`src/rqd_pkg.sv`:
```
package rqd_pkg;

   localparam int DEPTH_DEFAULT       = 16;
   localparam int HANDLE_BITS_DEFAULT = 16;
   localparam int ID_BITS             = 16;

   typedef enum logic [1:0] {
      OP_PUT    = 2'd0,
      OP_GET    = 2'd1,
      OP_FIND   = 2'd2,
      OP_REMOVE = 2'd3
   } opcode_type;

   typedef enum logic [1:0] {
      ST_OK   = 2'd0,
      ST_DUP  = 2'd1,
      ST_FULL = 2'd2,
      ST_NONE = 2'd3
   } status_type;

   // per-cell control for one cycle
   typedef struct packed {
      logic load;        // capture the key as a new entry
      logic take_upper;  // take the entry of the next cell up
   } cell_ctrl_type;

endpackage

```
`src/rqd_cell.sv`:
```
module rqd_cell #(
   parameter int DEPTH   = rqd_pkg::DEPTH_DEFAULT,
   parameter int HB      = rqd_pkg::HANDLE_BITS_DEFAULT,
   parameter int INDEX   = 0
) (
   input  logic                        clock,
   input  logic                        reset,
   input  rqd_pkg::cell_ctrl_type      ctrl,
   input  logic [$clog2(DEPTH+1)-1:0]  count,
   input  logic [HB-1:0]               key_handle,
   input  logic [rqd_pkg::ID_BITS-1:0] key_id,
   input  logic [HB-1:0]               upper_handle,
   input  logic [rqd_pkg::ID_BITS-1:0] upper_id,
   output logic [HB-1:0]               cell_handle,
   output logic [rqd_pkg::ID_BITS-1:0] cell_id,
   output logic                        handle_match,
   output logic                        id_match
);

   localparam int CW = $clog2(DEPTH+1);

   logic [HB-1:0]               handle_ff, handle_in;
   logic [rqd_pkg::ID_BITS-1:0] id_ff, id_in;
   logic                        hmatch_ff, imatch_ff;
   logic                        occupied;

   assign occupied = count > CW'(INDEX);

   always_comb begin
      handle_in = handle_ff;
      id_in     = id_ff;
      priority if (ctrl.load) begin
         handle_in = key_handle;
         id_in     = key_id;
      end else if (ctrl.take_upper) begin
         handle_in = upper_handle;
         id_in     = upper_id;
      end
   end

   always_ff @(posedge clock) begin
      handle_ff <= handle_in;
      id_ff     <= id_in;
   end

   // compare against the held key every cycle
   always_ff @(posedge clock) begin
      if (reset) begin
         hmatch_ff <= 1'b0;
         imatch_ff <= 1'b0;
      end else begin
         hmatch_ff <= occupied && (handle_ff == key_handle);
         imatch_ff <= occupied && (id_ff == key_id);
      end
   end

   assign cell_handle  = handle_ff;
   assign cell_id      = id_ff;
   assign handle_match = hmatch_ff;
   assign id_match     = imatch_ff;

endmodule

```
`src/ready_queue_with_dedup_remove.sv`:
```
// Ordered ready queue of thread entries (handle, thread id), oldest first.
// Request channel req_*: req_tuser carries the operation (put, get oldest,
// find by thread id, remove by handle); req_tdata carries handle and id.
// Response channel rsp_*: one item per request with status in rsp_tuser
// and found handle, found id and the resulting count in rsp_tdata.
// Entries live in a row of cells; each cell compares its entry to the key
// in parallel and registers the match, and on get or remove every cell at
// or above the removed slot takes its upper neighbor's entry in one shift.
// An item takes a compare step in the cells, then a final step to pick the
// result and apply the put or the shift. A new item is taken at the earliest
// in the cycle the last one finishes, if the output register is empty.
// The result sits in an output register; one more item is accepted while
// it waits, and that item holds in its final step until rsp_tready frees
// the register. Reset empties the queue (count zero) and drops any
// pending response; the entry storage itself is not cleared.
module ready_queue_with_dedup_remove #(
   parameter int DEPTH       = rqd_pkg::DEPTH_DEFAULT,
   parameter int HANDLE_BITS = rqd_pkg::HANDLE_BITS_DEFAULT
) (
   input  logic        clock,
   input  logic        reset,
   input  logic        req_tvalid,
   output logic        req_tready,
   input  logic [31:0] req_tdata,  // handle[15:0], thread_id[31:16]
   input  logic [1:0]  req_tuser,  // opcode[1:0]
   output logic        rsp_tvalid,
   input  logic        rsp_tready,
   output logic [39:0] rsp_tdata,  // found_handle[15:0], found_id[31:16],
                                   // count[36:32], zero[39:37]
   output logic [1:0]  rsp_tuser   // status[1:0]
);

   localparam int HB = (HANDLE_BITS < 16) ? HANDLE_BITS : 16;
   localparam int CW = $clog2(DEPTH+1);
   localparam int IB = rqd_pkg::ID_BITS;

   typedef enum logic [1:0] {
      S_IDLE,
      S_CMP,
      S_DONE
   } state_type;

   state_type    state_ff;
   rqd_pkg::opcode_type op_ff;
   logic [HB-1:0] key_handle_ff;
   logic [IB-1:0] key_id_ff;
   logic [CW-1:0] count_ff, count_in;

   logic         rsp_valid_ff;
   rqd_pkg::status_type status_ff, status_in;
   logic [15:0]  fhandle_ff, fhandle_in;
   logic [15:0]  fid_ff, fid_in;
   logic [4:0]   rcount_ff;

   logic [HB-1:0] cell_handle [DEPTH];
   logic [IB-1:0] cell_id     [DEPTH];
   logic [DEPTH-1:0] hmatch, imatch;
   logic [DEPTH-1:0] last_imatch, sel, at_or_above;
   logic [DEPTH-1:0] rev, rev_low;
   rqd_pkg::cell_ctrl_type ctrl [DEPTH];

   logic accept, finish, shift_en, put_en;
   logic [HB-1:0] pick_handle;
   logic [IB-1:0] pick_id;

   assign req_tready = !reset &&
                       ((state_ff == S_IDLE) || (state_ff == S_DONE && !rsp_valid_ff));
   assign accept     = req_tvalid && req_tready;
   assign finish     = (state_ff == S_DONE) && (!rsp_valid_ff || rsp_tready);

   // newest matching id: isolate the highest set bit of imatch
   always_comb begin
      for (int i = 0; i < DEPTH; i++) begin
         rev[i] = imatch[DEPTH-1-i];
      end
      rev_low = rev & (~rev + DEPTH'(1));
      for (int i = 0; i < DEPTH; i++) begin
         last_imatch[i] = rev_low[DEPTH-1-i];
      end
   end

   always_comb begin
      unique case (op_ff)
         rqd_pkg::OP_GET:    sel = (count_ff != '0) ? DEPTH'(1) : '0;
         rqd_pkg::OP_FIND:   sel = last_imatch;
         rqd_pkg::OP_REMOVE: sel = hmatch;
         default: sel = '0;
      endcase
      // slots at or above the selected one; all zeros when nothing is selected
      at_or_above = ~(sel - DEPTH'(1));
   end

   // selected entry through an and-or mux (sel is one-hot or zero)
   always_comb begin
      pick_handle = '0;
      pick_id     = '0;
      for (int i = 0; i < DEPTH; i++) begin
         pick_handle = pick_handle | (cell_handle[i] & {HB{sel[i]}});
         pick_id     = pick_id     | (cell_id[i]     & {IB{sel[i]}});
      end
   end

   always_comb begin
      status_in  = rqd_pkg::ST_NONE;
      fhandle_in = '0;
      fid_in     = '0;
      count_in   = count_ff;
      shift_en   = 1'b0;
      put_en     = 1'b0;
      unique case (op_ff)
         rqd_pkg::OP_PUT: begin
            priority if (|hmatch) begin
               status_in = rqd_pkg::ST_DUP;
            end else if (count_ff == CW'(DEPTH)) begin
               status_in = rqd_pkg::ST_FULL;
            end else begin
               status_in = rqd_pkg::ST_OK;
               put_en    = 1'b1;
               count_in  = count_ff + CW'(1);
            end
         end
         rqd_pkg::OP_GET, rqd_pkg::OP_REMOVE: begin
            if (|sel) begin
               status_in  = rqd_pkg::ST_OK;
               fhandle_in = 16'(pick_handle);
               fid_in     = 16'(pick_id);
               shift_en   = 1'b1;
               count_in   = count_ff - CW'(1);
            end
         end
         rqd_pkg::OP_FIND: begin
            if (|sel) begin
               status_in  = rqd_pkg::ST_OK;
               fhandle_in = 16'(pick_handle);
               fid_in     = 16'(pick_id);
            end
         end
         default: status_in = rqd_pkg::ST_NONE;
      endcase
   end

   always_comb begin
      for (int i = 0; i < DEPTH; i++) begin
         ctrl[i].load       = finish && put_en && (count_ff == CW'(i));
         ctrl[i].take_upper = finish && shift_en && at_or_above[i];
      end
   end

   for (genvar g = 0; g < DEPTH; g++) begin : g_cell
      logic [HB-1:0] up_handle;
      logic [IB-1:0] up_id;
      if (g == DEPTH-1) begin : g_top
         assign up_handle = '0;
         assign up_id     = '0;
      end else begin : g_mid
         assign up_handle = cell_handle[g+1];
         assign up_id     = cell_id[g+1];
      end
      rqd_cell #(
         .DEPTH (DEPTH),
         .HB    (HB),
         .INDEX (g)
      ) u_cell (
         .clock        (clock),
         .reset        (reset),
         .ctrl         (ctrl[g]),
         .count        (count_ff),
         .key_handle   (key_handle_ff),
         .key_id       (key_id_ff),
         .upper_handle (up_handle),
         .upper_id     (up_id),
         .cell_handle  (cell_handle[g]),
         .cell_id      (cell_id[g]),
         .handle_match (hmatch[g]),
         .id_match     (imatch[g])
      );
   end

   always_ff @(posedge clock) begin
      if (reset) begin
         state_ff     <= S_IDLE;
         count_ff     <= '0;
         rsp_valid_ff <= 1'b0;
      end else begin
         if (finish) begin
            rsp_valid_ff <= 1'b1;
         end else if (rsp_tready) begin
            rsp_valid_ff <= 1'b0;
         end
         if (accept) begin
            op_ff         <= rqd_pkg::opcode_type'(req_tuser);
            key_handle_ff <= req_tdata[HB-1:0];
            key_id_ff     <= req_tdata[31:16];
         end
         unique case (state_ff)
            S_IDLE: begin
               if (accept) begin
                  state_ff <= S_CMP;
               end
            end
            S_CMP: begin
               state_ff <= S_DONE;
            end
            S_DONE: begin
               if (finish) begin
                  status_ff    <= status_in;
                  fhandle_ff   <= fhandle_in;
                  fid_ff       <= fid_in;
                  rcount_ff    <= 5'(count_in);
                  count_ff     <= count_in;
                  state_ff     <= accept ? S_CMP : S_IDLE;
               end
            end
            default: state_ff <= S_IDLE;
         endcase
      end
   end

   assign rsp_tvalid = rsp_valid_ff;
   assign rsp_tuser  = status_ff;
   assign rsp_tdata  = {3'b000, rcount_ff, fid_ff, fhandle_ff};

endmodule

```
`config.mk`:
```
export PLATFORM = sky130hd
export DESIGN_NAME = ready_queue_with_dedup_remove
export DESIGN_NICKNAME = d
export VERILOG_FILES = /design/src/rqd_pkg.sv /design/src/rqd_cell.sv /design/src/ready_queue_with_dedup_remove.sv
export SDC_FILE = /design/constraint.sdc
export NUM_CORES = 1
export LEC_CHECK = 0
export BUFFER_PORTS_ARGS = -buffer_cell sky130_fd_sc_hd__buf_2
export CAP_MARGIN = 20
export CORE_MARGIN = 2
export CORE_UTILIZATION = 55
export CTS_CLUSTER_DIAMETER = 120
export CTS_CLUSTER_SIZE = 30
export DETAILED_ROUTE_END_ITERATION = 10
export GPL_ROUTABILITY_DRIVEN = 0
export PLACE_DENSITY = 0.78
export SYNTH_ARGS = -nofsm -noshare
export SYNTH_HDL_FRONTEND = slang
export SYNTH_HIERARCHICAL = 1
export SYNTH_SLANG_ARGS = --single-unit
```
`constraint.sdc`:
```
create_clock -name clock -period 4.2 [get_ports clock]
set_input_delay 0.63 -clock clock [delete_from_list [all_inputs] [get_ports clock]]
set_output_delay 0.63 -clock clock [all_outputs]
set_load 0.02 [all_outputs]
```
==> impl_metrics.py <==
metrics = {
    "run_status": {
        "status": "finished, final reports clean",
    },
    "route": {
        "drt_iter0_drc": 3549,
        "wl_met3_um": 11300,
        "met2_wirelength_um": 42600,
        "dr.max_layer_used": "met5",
        "wl_per_cell_um": 26.5,
        "wirelength_um": 95000,
        "vias": 23400,
        "drtAntennaViolNets": 0,
        "dr.pass1.iters": 10,
        "drc": 0,
        "via_per_inst": 6.53,
        "wl_met1_um": 39200,
    },
    "clocking": {
        "clock_tree.root_cell": "clkbuf_16",
        "clock_sinks": 625,
        "post_cts_buffers": 0,
        "cts.reportedPaths.clkPinSlew_ps": 110,
        "cts_buffers": 24,
        "ctsHtreeMaxLevel": 1,
        "hold_buffers": 0,
        "cts_resized": 0,
        "cts_buffer_depth": 3,
        "cts_tree": "done",
        "clk-insertion-delay-late_ps": 620,
    },
    "floorplan": {
        "initial_utilization_pct": 55.5,
        "die_area_sq_mm": 0.0656,
        "ios": 82,
        "fp-row-count": 92,
        "die_h_um": 256,
        "coreArea_sq_mm": 0.0630,
        "die-width_um": 256,
    },
    "pwr": {
        "finalPower_mw": 10.3,
        "swShare_pct": 21.9,
        "p_int_mw": 8.07,
        "seqPwrFrac_pct": 65.9,
        "power.switching_mw": 2.26,
        "leakage_nw": 12.1,
        "power.density_mw_per_mm2": 275,
        "power_frac_comb_pct": 4.9,
        "pwr-share-clk_pct": 29.1,
        "max-vdd-ir-drop_mv": 0.249,
    },
    "place": {
        "io_buffers": 78,
        "hpwl_um": 72300,
    },
    "synth": {
        "synth_cell_types": 68,
        "ys_async_sr_fraction_pct": 0,
        "syn_avg_cell_area_sq_um": 13.4,
        "ys_ff_latch": 625,
        "yosys.area.top_type": "edfxtp_1",
        "ys.warnings.count": 6,
        "synthTopCellsByCount": "edfxtp_1 (585), mux2_2 (512), xor2_1 (402), xnor2_1 (120), a22oi_1 (97)",
        "netlist.area_leader.share_pct": 50.3,
        "synthCells": 2615,
        "syn_area_sq_mm": 0.0349,
        "synth_edf_count": 585,
        "synth_top_flop_cell": "edfxtp_1",
        "synthTopCellsByArea": "edfxtp_1 (50%), mux2_2 (17%), xor2_1 (10%)",
        "post-synth-top-count-cell": "edfxtp_1",
        "yosysSeqAreaShare_pct": 52.6,
    },
    "sta": {
        "grt_setup_unrepaired": "no",
        "final-hold-violation-count": 0,
        "period_needed_ps": 3980,
        "setup_viol": 0,
        "skew_ps": 18.1,
        "tns_ps": 0,
        "slew-limit-headroom_pct": 24.2,
        "max_freq_mhz": 251,
        "period_share_pct": 94.8,
        "slew_viol_final": 0,
        "max_slew.worst_pin.slew_ps": 1140,
    },
    "global_route": {
        "overflow": 0,
        "antenna_found_initial": 2,
        "grt_max_degree": 38,
        "first_global_vias": 23000,
        "grt_usage_pct": 28.3,
        "grt_first_pass_wirelength_um": 143000,
    },
    "final_layout": {
        "nets": 2769,
        "area_growth_pct": 7.53,
        "diodes": 0,
        "drive_above_1_share_pct": 29.8,
    },
    "setup_path": {
        "critical_path.max_stage_delay_ps": 610,
        "required_ps": 4530,
        "path_max_fanout": 17,
        "crit_type": "reg -> reg",
        "cp_common_cell": "buf_4",
        "critPathLaunchType": "register",
        "cp_cell_sequence": "nor4_1, nand4_1, nor3_1, buf_4, nand2_1, nor2_1, nand3_1, nor2_2, buf_4, or2_2, buf_12",
        "arrival_ps": 4310,
        "end_kind": "register",
        "worst_path_max_delay_cell": "nor4_1",
    },
    "hold_path": {
        "hp-class": "in -> reg",
    },
    "flow_run": {
        "drv_cap": 0,
    },
}
==> registers in the layout, indices dropped and copies added, names as in the netlist <==
signal and flops:
count_ff 5, fhandle_ff 16, fid_ff 16, g_cell.u_cell/cell_handle 256
g_cell.u_cell/cell_id 256, g_cell.u_cell/handle_match 16, g_cell.u_cell/id_match 16, key_handle_ff 16
key_id_ff 16, op_ff 2, rcount_ff 5, rsp_tuser 2
rsp_tvalid 1, state_ff 2
==> layout make-up <==
class                   count  area [sq um]
fillers                  4899         25400
flip-flops and latches    625         18400
multi-input cells        1875         16000
repair buffers            191          1470
well taps                 846          1060
clock buffers              43           693
inverters                   7          26.3
clock inverters             1          6.26
==> through the flow <==
step                      cells  worst slack (ps)  hold slack, ps  area, sq um  util (%)
final                      3588               220             186        37600      59.7
after global routing       3588              84.6             166        37600      59.7
after CTS                  3586               451             160        37500      59.6
after detailed placement   3542               481             520        36800      58.5
after global placement     3541               581             510        36800      58.5
after floorplan            2649               707             497        35100         -
==> worst max-delay path: cells and delay by family (launching register included) <==
| family | cells | cell delay (ps) |
|---|---|---|
| buffers and inverters | 3 | 670 |
| DFF | 1 | 350 |
| and+or+nand+nor | 8 | 2650 |
==> routing by layer <==
metal,track usage (%),vias to the layer above
li1,-,10300
met1,41.1,11600
met2,43.9,1364
met3,6.85,137
met4,4.81,4
met5,0,-
==> cells in the final DEF (no fill, tap or decap), types with 4 or more instances in the layout <==
cell       Yosys  layout
or3_1          4       4
mux2_2       512     512
nand2b_1       5       5
xnor2_1      120     120
xor2_1       402     402
conb_1         1      35
nor2b_1       11      11
a221oi_1      33      33
a32o_1         6       6
nand4_1       90      90
o21ai_0        8       8
or2_2         18      18
and3_1         6       6
edfxtp_1     585     585
a211oi_1       4       4
nor4_1        83      83
nand2_1       83      83
buf_12         0      16
a21oi_1       77      76
clkbuf_1      60      18
nand3_1       11      11
nor2_2         0      18
clkbuf_16      0      25
a31oi_1        8       8
a22oi_1       97      97
nor2_1        70      51
dfxtp_1       40      40
buf_2         50      78
a21boi_0       4       4
and2_1         8       7
nor4_2        34      34
buf_4          3      95
inv_1          6       6
a222oi_1      64      64
nor3_1        23      23
ha_1           7       7
==> kinds of logic after synthesis <==
group                    after synthesis  synth area share, %
flip-flops                           625                 52.6
other                                  1               0.0107
multiplexers                         515                 16.6
AND/OR/NAND/NOR                      466                 7.99
AO/OA/AOI/OAI                        330                 7.19
XOR/XNOR                             522                 13.1
adder cells (fa/ha/maj)                7                0.251
buffers and inverters                149                 2.33
==> path summary, 6_finish.rpt <==
check	to	depth (start not counted)	from	slack, ps
setup / recovery	g_cell[11].u_cell/cell_handle[11]$_DFFE_PP_	11	g_cell[11].u_cell/handle_match$_SDFF_PP0_	220
hold / removal	key_handle_ff[10]$_DFFE_PP_	1	req_tdata[10]	190
setup reg to reg	g_cell[11].u_cell/cell_handle[11]$_DFFE_PP_	11	g_cell[11].u_cell/handle_match$_SDFF_PP0_	220
hold reg to reg	rsp_tvalid$_SDFFE_PP0P_	2	rsp_tvalid$_SDFFE_PP0P_	540
==> power groups by stage <==
stage                     logic (mW)  registers (mW)  clock network, mW
after floorplan                0.252            6.99                  0
after global placement         0.477            6.95                  0
after detailed placement       0.490            6.95                  0
after CTS                      0.492            6.81               3.05
after global routing           0.541            6.82               3.21
final                          0.509            6.81               3.01
Power figures use the tool's default switching activity.
